<file path="src/rtl/core/lcc_pkg.sv">
// Shared types and constants of the link congestion cost monitor.
`timescale 1ns / 1ps
package lcc_pkg;

  // Defaults of the top-level parameters.
  localparam int PORTS_DEF  = 8;
  localparam int WINDOW_DEF = 10;
  localparam int BANDS_DEF  = 4;

  // Field widths.
  localparam int PORT_W  = 3;
  localparam int COUNT_W = 64;
  localparam int DELTA_W = 32;
  localparam int SUM_W   = 36;
  localparam int SLOT_W  = 4;
  localparam int COST_W  = 16;
  localparam int BAND_W  = 2;
  localparam int LIM_W   = 8;
  localparam int CAP_W   = 32;
  localparam int WGT_W   = 16;
  localparam int BASE_W  = 8;
  localparam int LIMS_W  = 16;

  // Shared divider widths.
  localparam int DIV_W  = 50;
  localparam int DEN_W  = 32;
  localparam int USED_W = 35;

  // Reciprocal multiply for the divides by the window length: the reciprocal
  // is scaled by 2^REC_K and applied in two halves of REC_H bits.
  localparam int REC_K = 40;
  localparam int REC_H = 20;

  // Configuration port.
  localparam int CFG_IDX_W  = 3;
  localparam int CFG_DATA_W = 32;
  localparam logic [CFG_IDX_W-1:0] CFG_CAPACITY = 3'd0;
  localparam logic [CFG_IDX_W-1:0] CFG_WEIGHT   = 3'd1;
  localparam logic [CFG_IDX_W-1:0] CFG_BASE     = 3'd2;
  localparam logic [CFG_IDX_W-1:0] CFG_BAND0    = 3'd3;
  localparam logic [CFG_IDX_W-1:0] CFG_BAND1    = 3'd4;
  localparam logic [CFG_IDX_W-1:0] CFG_BAND2    = 3'd5;
  localparam logic [CFG_IDX_W-1:0] CFG_BAND3    = 3'd6;

  localparam logic [CAP_W-1:0]  CAP_RST   = 32'd10000000;
  localparam logic [WGT_W-1:0]  WGT_RST   = 16'd500;
  localparam logic [BASE_W-1:0] BASE_RST  = 8'd10;
  localparam logic [LIMS_W-1:0] BAND0_RST = 16'd10240;
  localparam logic [LIMS_W-1:0] BAND1_RST = 16'd16670;
  localparam logic [LIMS_W-1:0] BAND2_RST = 16'd23095;
  localparam logic [LIMS_W-1:0] BAND3_RST = 16'd28240;

  typedef enum logic [1:0] {
    REP_NONE = 2'd0,
    REP_DOWN = 2'd1,
    REP_UP   = 2'd2
  } report_e;

  // One per-port state word.
  typedef struct packed {
    logic [COUNT_W-1:0] last;
    logic [SUM_W-1:0]   sum;
    logic [SLOT_W-1:0]  slot;
    logic [SLOT_W-1:0]  fill;
    logic [BAND_W-1:0]  band;
  } port_state_t;

  typedef struct packed {
    logic             start;
    logic [DIV_W-1:0] num;
    logic [DEN_W-1:0] den;
  } div_req_t;

  typedef struct packed {
    logic             done;
    logic [DIV_W-1:0] quo;
    logic [DEN_W-1:0] rem;
  } div_rsp_t;

endpackage

</file>
<file path="src/rtl/core/lcc_div.sv">
// Radix-2 restoring divider, one quotient bit per cycle.
`timescale 1ns / 1ps
module lcc_div (
  input  logic              clk_i,
  input  logic              rst_ni,
  input  lcc_pkg::div_req_t req_i,
  output lcc_pkg::div_rsp_t rsp_o
);

  localparam int CNT_W = $clog2(lcc_pkg::DIV_W + 1);

  logic [lcc_pkg::DIV_W-1:0] quo_q, quo_d;
  logic [lcc_pkg::DEN_W-1:0] rem_q, rem_d;
  logic [lcc_pkg::DEN_W-1:0] den_q;
  logic [CNT_W-1:0]          cnt_q, cnt_d;
  logic                      busy_q, busy_d, done_q, done_d;
  logic [lcc_pkg::DEN_W:0]   trial;
  logic                      ge;

  always_comb begin
    trial  = {rem_q, quo_q[lcc_pkg::DIV_W-1]};
    ge     = trial >= {1'b0, den_q};
    quo_d  = quo_q;
    rem_d  = rem_q;
    cnt_d  = cnt_q;
    busy_d = busy_q;
    done_d = 1'b0;
    if (req_i.start) begin
      quo_d  = req_i.num;
      rem_d  = '0;
      cnt_d  = CNT_W'(lcc_pkg::DIV_W);
      busy_d = 1'b1;
    end else if (busy_q) begin
      rem_d = ge ? lcc_pkg::DEN_W'(trial - {1'b0, den_q}) : trial[lcc_pkg::DEN_W-1:0];
      quo_d = {quo_q[lcc_pkg::DIV_W-2:0], ge};
      cnt_d = cnt_q - 1'b1;
      if (cnt_q == CNT_W'(1)) begin
        busy_d = 1'b0;
        done_d = 1'b1;
      end
    end
  end

  always_ff @(posedge clk_i or negedge rst_ni) begin
    if (!rst_ni) begin
      busy_q <= 1'b0;
      done_q <= 1'b0;
      cnt_q  <= '0;
    end else begin
      busy_q <= busy_d;
      done_q <= done_d;
      cnt_q  <= cnt_d;
    end
  end

  always_ff @(posedge clk_i) begin
    quo_q <= quo_d;
    rem_q <= rem_d;
    if (req_i.start) begin
      den_q <= req_i.den;
    end
  end

  assign rsp_o.done = done_q;
  assign rsp_o.quo  = quo_q;
  assign rsp_o.rem  = rem_q;

endmodule

</file>
<file path="config.mk">
export PLATFORM = sky130hd
export DESIGN_NAME = lcc_div
export DESIGN_NICKNAME = d
export VERILOG_FILES = /design/src/rtl/core/lcc_pkg.sv /design/src/rtl/core/lcc_div.sv
export SDC_FILE = /design/constraint.sdc
export NUM_CORES = 1
export LEC_CHECK = 0
export ABC_AREA = 1
export BUFFER_PORTS_ARGS = -buffer_cell sky130_fd_sc_hd__buf_4
export CELL_PAD_IN_SITES_DETAIL_PLACEMENT = 0
export CELL_PAD_IN_SITES_GLOBAL_PLACEMENT = 2
export CORE_MARGIN = 2
export CORE_UTILIZATION = 30
export CTS_BUF_LIST = sky130_fd_sc_hd__clkbuf_2 sky130_fd_sc_hd__clkbuf_4 sky130_fd_sc_hd__clkbuf_8
export DETAILED_ROUTE_END_ITERATION = 16
export MAX_ROUTING_LAYER = met4
export PLACE_DENSITY_LB_ADDON = 0.05
export SETUP_SLACK_MARGIN = 0.3
export SYNTH_ARGS = -nofsm -noshare
export SYNTH_HDL_FRONTEND = slang
export SYNTH_SLANG_ARGS = --single-unit
</file>
<file path="constraint.sdc">
create_clock -name clk_i -period 3.3 [get_ports clk_i]
set_input_delay 0.66 -clock clk_i [delete_from_list [all_inputs] [get_ports clk_i]]
set_output_delay 0.66 -clock clk_i [all_outputs]
set_load 0.1 [all_outputs]
</file>
Word level (Yosys, flattened, before mapping)
Cells that the tools add are included.
Widths: inputs -> output; s select.
- logic and storage cells: 22
- output and inout port bits: 83
- input bits: 85
- bits in registers: 122
- add/sub/neg operators: 2
- mux-type cells: 11
- $lt $le $gt $ge: 1
- reductions and logical operators: 1
- equal/unequal tests: 1
- operator list (kind ; number):
    $mux 50 ; 2
    $ge 33x32->1 ; 1
    $mux 32 ; 1
    $sub 32x32->32 ; 1
    $mux 6 ; 2
    $eq 6x1->1 const B ; 1
    $mux 1 ; 6
    $sub 6x1->6 const B ; 1
    $reduce_bool 2->1 ; 1

Logic depth before layout (Yosys ltp)
- depth in word-level cells: 4
- depth in mapped cells: 17

Worst setup path after synthesis
No wires, ideal clock.
- kind: reg2reg
- start point: register rem_q[27] (netlist bit)
- end point: register quo_q[0] (netlist bit), data pin
- buffers on the path: 1
- path slack: 0.665 ns
- arrival: 2.371 ns
- data required time: 3.036 ns
- cell stages (with the launch flop): 11
- setup time: 0.264 ns
- cells stage by stage: dfxtp_1 -> ha_1 -> nand2_2 -> inv_2 -> a21oi_1 -> nor2_1 -> nor2_1 -> nand2_1 -> a21oi_4 -> buf_2 -> a31oi_1
- word-level cells in the longest chain between the ends: 3
- ends and longest elaborated chain (what ; RTL line ; RTL):
    start: declaration ; lcc_div.sv:13 ; logic [lcc_pkg::DEN_W-1:0] rem_q, rem_d;
    start signal: assignment ; lcc_div.sv:58 ; rem_q <= rem_d;
    $ge 33x32->1 ; lcc_div.sv:22 ; ge = trial >= {1'b0, den_q};
    $mux 50 ; lcc_div.sv:33 ; end else if (busy_q) begin
    $mux 50 ; lcc_div.sv:28 ; if (req_i.start) begin
    via quo_d (one bit) ; lcc_div.sv:12 ; logic [lcc_pkg::DIV_W-1:0] quo_q, quo_d;
    end signal: assignment ; lcc_div.sv:57 ; quo_q <= quo_d;
    end: declaration ; lcc_div.sv:12 ;
The timed path passes the listed nets, and every way through them passes these cells. The select of a mux whose other input is x is not followed.
A chain may end at the register's enable or synchronous reset.

Final worst setup path
- start point: register den_q[3] (netlist bit)
- end point: register rem_q[17] (netlist bit)
- word-level cells in the longest chain between the ends: 2
- elaborated cells on any way between the ends: 3
- classes of those cells: add/sub (1); order compare (1); mux (1)
- ends and longest elaborated chain (what ; RTL line ; RTL):
    start: declaration ; lcc_div.sv:14 ; logic [lcc_pkg::DEN_W-1:0] den_q;
    start signal: assignment ; lcc_div.sv:60 ; den_q <= req_i.den;
    $sub 32x32->32 or $ge 33x32->1 (tied branches) ; lcc_div.sv:34, lcc_div.sv:22 ;
    $mux 32 * ; lcc_div.sv:34 ; rem_d = ge ? lcc_pkg::DEN_W'(trial - {1'b0, den_q}) : trial[lcc_pkg::DEN_W-1:0];
Mark *: on every way between the ends. The rest lies on a longest branch, timed or not.

==> run_results.csv <==
group,metric,value,unit
setup_path,crit_buf_inv,1,
detailed_routing,firstDrtPassIters,4,
setup_path,rrSetupSlack,0.80,ns
logic_synthesis,yosysSeqAreaShare,0.433,
setup_path,critical_path_class,"reg2reg",
sta,slew_violations,0,
die,io_pins,168,
power,p_clk_frac,0.331,
logic_synthesis,avgSynthCellArea,7.04,um2
die,fp.dieArea,26700,um2
sta,rsz0062_at_grt,"no",
die,rows,58,
power,swShare,0.368,
setup_path,cp-end-kind,"flop",
die,die_h,164,um
sta,worst_slew_pin_slew,0.543,ns
logic_synthesis,synth.distinct_cells,35,
global_routing,grt.overflow.total,0,
global_routing,grt_pass1_wl,37600,um
power,p_leak,5.26,nW
power,powerDensity,430,nW/um2
clocking,insertion_delay,0.44,ns
clocking,tritoncts,"done",
detailed_routing,vias_per_cell,4.29,
layout,fin_nets,1375,
setup_path,crit-reg2reg-launch,"den_q[3]",
detailed_routing,wl_per_cell,14.6,um
layout,layout_commonest_cell,"nand2_1",
setup_path,cp_top_family,"simple AND/OR/NAND/NOR gates",
sta,hold_viol_final,0,
min_path,min-delay-start,"req_i[20]",
die,core-area,25100,um2
die,die_w,164,um
die,start_util,0.304,
logic_synthesis,synth_fp_nets,1205,
setup_path,startpoint_type,"flop",
power,ir_worst_vdd,0.237,mV
sta,finalCriticalPeriod,2.50,ns
setup_path,cp_cell_sequence,"inv_1, ha_1, nand2_2, nor2_1, nand2_1, nand3_2, nand2_1, nand2_2, nand2_2, nand2_2, nand2_4, nand2_4, nand2_1, nand3_1, nand2_1",
clocking,clk_pin_slew,0.09,ns
min_path,min_path_type,"in2reg",
clocking,clockBufferDepth,2,
logic_synthesis,yosys_warnings,0,
place,io_buffers,167,
global_routing,grt_max_degree,51,
clocking,htree_levels,4,
setup_path,worst-path-max-fanout,32,
clocking,cts_root_buffer,"clkbuf_8",
clocking,cts_sinks,122,
sta,fin_tns_setup,0,ns
detailed_routing,drt_iter0_markers,306,
logic_synthesis,synthCells,1085,
sta,fmax,400,MHz
place,place.gp.congestion,0.853,
global_routing,grtUsageMet1,0.230,
run,cap_viol_max_count,0,
outcome,status,"finished clean",
power,p_switching,1.53,mW
sta,setup_viol,0,
place,hpwlAfterDp,17800,um
layout,drive_above_1_share,0.181,
detailed_routing,dr_total_vias,6848,
setup_path,crit_required,3.62,ns
global_routing,grt_pass1_vias,7061,
detailed_routing,drc,0,
clocking,cts_resized,0,
setup_path,slowest_stage,"nand2_4",
detailed_routing,wirelength,23300,um
setup_path,arrival,2.82,ns
logic_synthesis,synth-seq-cells,122,
layout,n_antenna_cell,0,
sta,min_period_over_period,0.757,
global_routing,grt-busiest-layer,"met2",
power,internal-power,2.63,mW
clocking,cts_inserted_buffers,17,
layout,final_util,0.385,
global_routing,grt_antenna_before_repair,0,
global_routing,use_met3,0.0635,
setup_path,crit_path_max_incr_delay,0.42,ns
power,p_comb_frac,0.237,
setup_path,cp-startpoint,"den_q[3]",
logic_synthesis,syn_area,7630,um2
global_routing,track_usage,0.188,
global_routing,met2_usage,0.302,
detailed_routing,ant_nets,0,
sta,slew_headroom,0.635,
sta,finClkSkew,0.0204,ns
layout,layout_common_cells,"nand2_1, inv_1, buf_4, edfxtp_1, nand3_1",
power,seqPwrFrac,0.432,
layout,area_growth,26.5,%
==> power groups by stage <==
| stage | logic [mW] | clock network [mW] | registers [mW] |
|---|---|---|---|
| 3_3_place_gp | 0.998 | 0 | 1.83 |
| 6_report | 0.986 | 1.37 | 1.80 |
| 4_1_cts | 0.998 | 1.44 | 1.80 |
| 5_1_grt | 1.06 | 1.51 | 1.81 |
| 2_1_floorplan | 0.269 | 0 | 2.27 |
| 3_5_place_dp | 0.997 | 0 | 1.83 |
==> cells by family (layout without fill, tap and decap cells) <==
group	count (synthesis)	count (layout)	synth area share
AND/OR/NAND/NOR	664	664	0.357
buffers and inverters	216	399	0.111
flip-flops	122	122	0.433
adder cells (fa/ha/maj)	35	35	0.0583
AO/OA/AOI/OAI	34	34	0.0252
XOR/XNOR	14	14	0.0161
==> final timing paths <==
check                             to  depth (start not counted)
max                        rem_q[17]                         15
min                        den_q[20]                          1
max reg2reg                rem_q[17]                         15
min reg2reg                rem_q[14]                          2
max in group asynchronous   cnt_q[0]                          2
min in group asynchronous     done_q                          2
==> Yosys cell counts, drive strengths merged <==
master,instances,area share
dfxtp,32,0.084
nand2,504,0.25
nor3,8,0.0067
and3,1,0.00082
o21bai,1,0.00098
a31oi,1,0.00082
a21oi,24,0.017
dfrtp,8,0.026
edfxtp,82,0.32
o21ai,5,0.0033
and2,5,0.0041
clkbuf,17,0.0084
xor2,1,0.0011
nand3,82,0.054
nor2,49,0.025
a22oi,1,0.00098
nor4,1,0.00082
or3b,1,0.0011
ha,34,0.056
inv,188,0.092
nand4,4,0.0033
xnor2,13,0.015
fa,1,0.0026
a21o,2,0.0020
buf,11,0.010
nand3b,9,0.0088
==> flip-flops by register name, summed over array words and instances, names as in the netlist <==
| name | count |
|---|---|
| den_q | 32 |
| quo_q | 50 |
| cnt_q | 6 |
| done_q | 1 |
| busy_q | 1 |
| rem_q | 32 |
==> layer usage <==
layer / vias to the layer above / share of wire / routed length [um]
li1: 3670 / - / -
met5: - / 0 / 0
met2: 145 / 0.46 / 10600
met1: 3021 / 0.46 / 10800
met4: 0 / 0.012 / 276
met3: 12 / 0.067 / 1560
==> through the flow <==
stage               worst slack (ns)  cells  area, um2  hold slack (ns)  power (mW)
floorplan                      0.665   1085       7630            0.364        2.54
global placement               0.830   1565       9260            0.476        2.83
detailed placement             0.771   1565       9260            0.483        2.82
CTS                            0.745   1598       9660            0.357        4.23
global route                   0.512   1598       9660            0.343        4.38
finish                         0.802   1598       9660            0.395        4.15
==> area by class of cell <==
cell class | count | area, um2
clock buffers | 17 | 234
clock inverters | 15 | 154
fillers | 2772 | 15400
inverters | 188 | 706
multi-input cells | 747 | 3490
flip-flops and latches | 122 | 3300
well taps | 330 | 413
repair buffers | 179 | 1360
==> repair_timing <==
item / 4_1_cts / 5_1_grt
setup buffers: 0 / 0
hold endpoints to repair: 3 / 0
hold buffers: 1 / 0
Note: power is estimated with default switching activity, not from simulation.
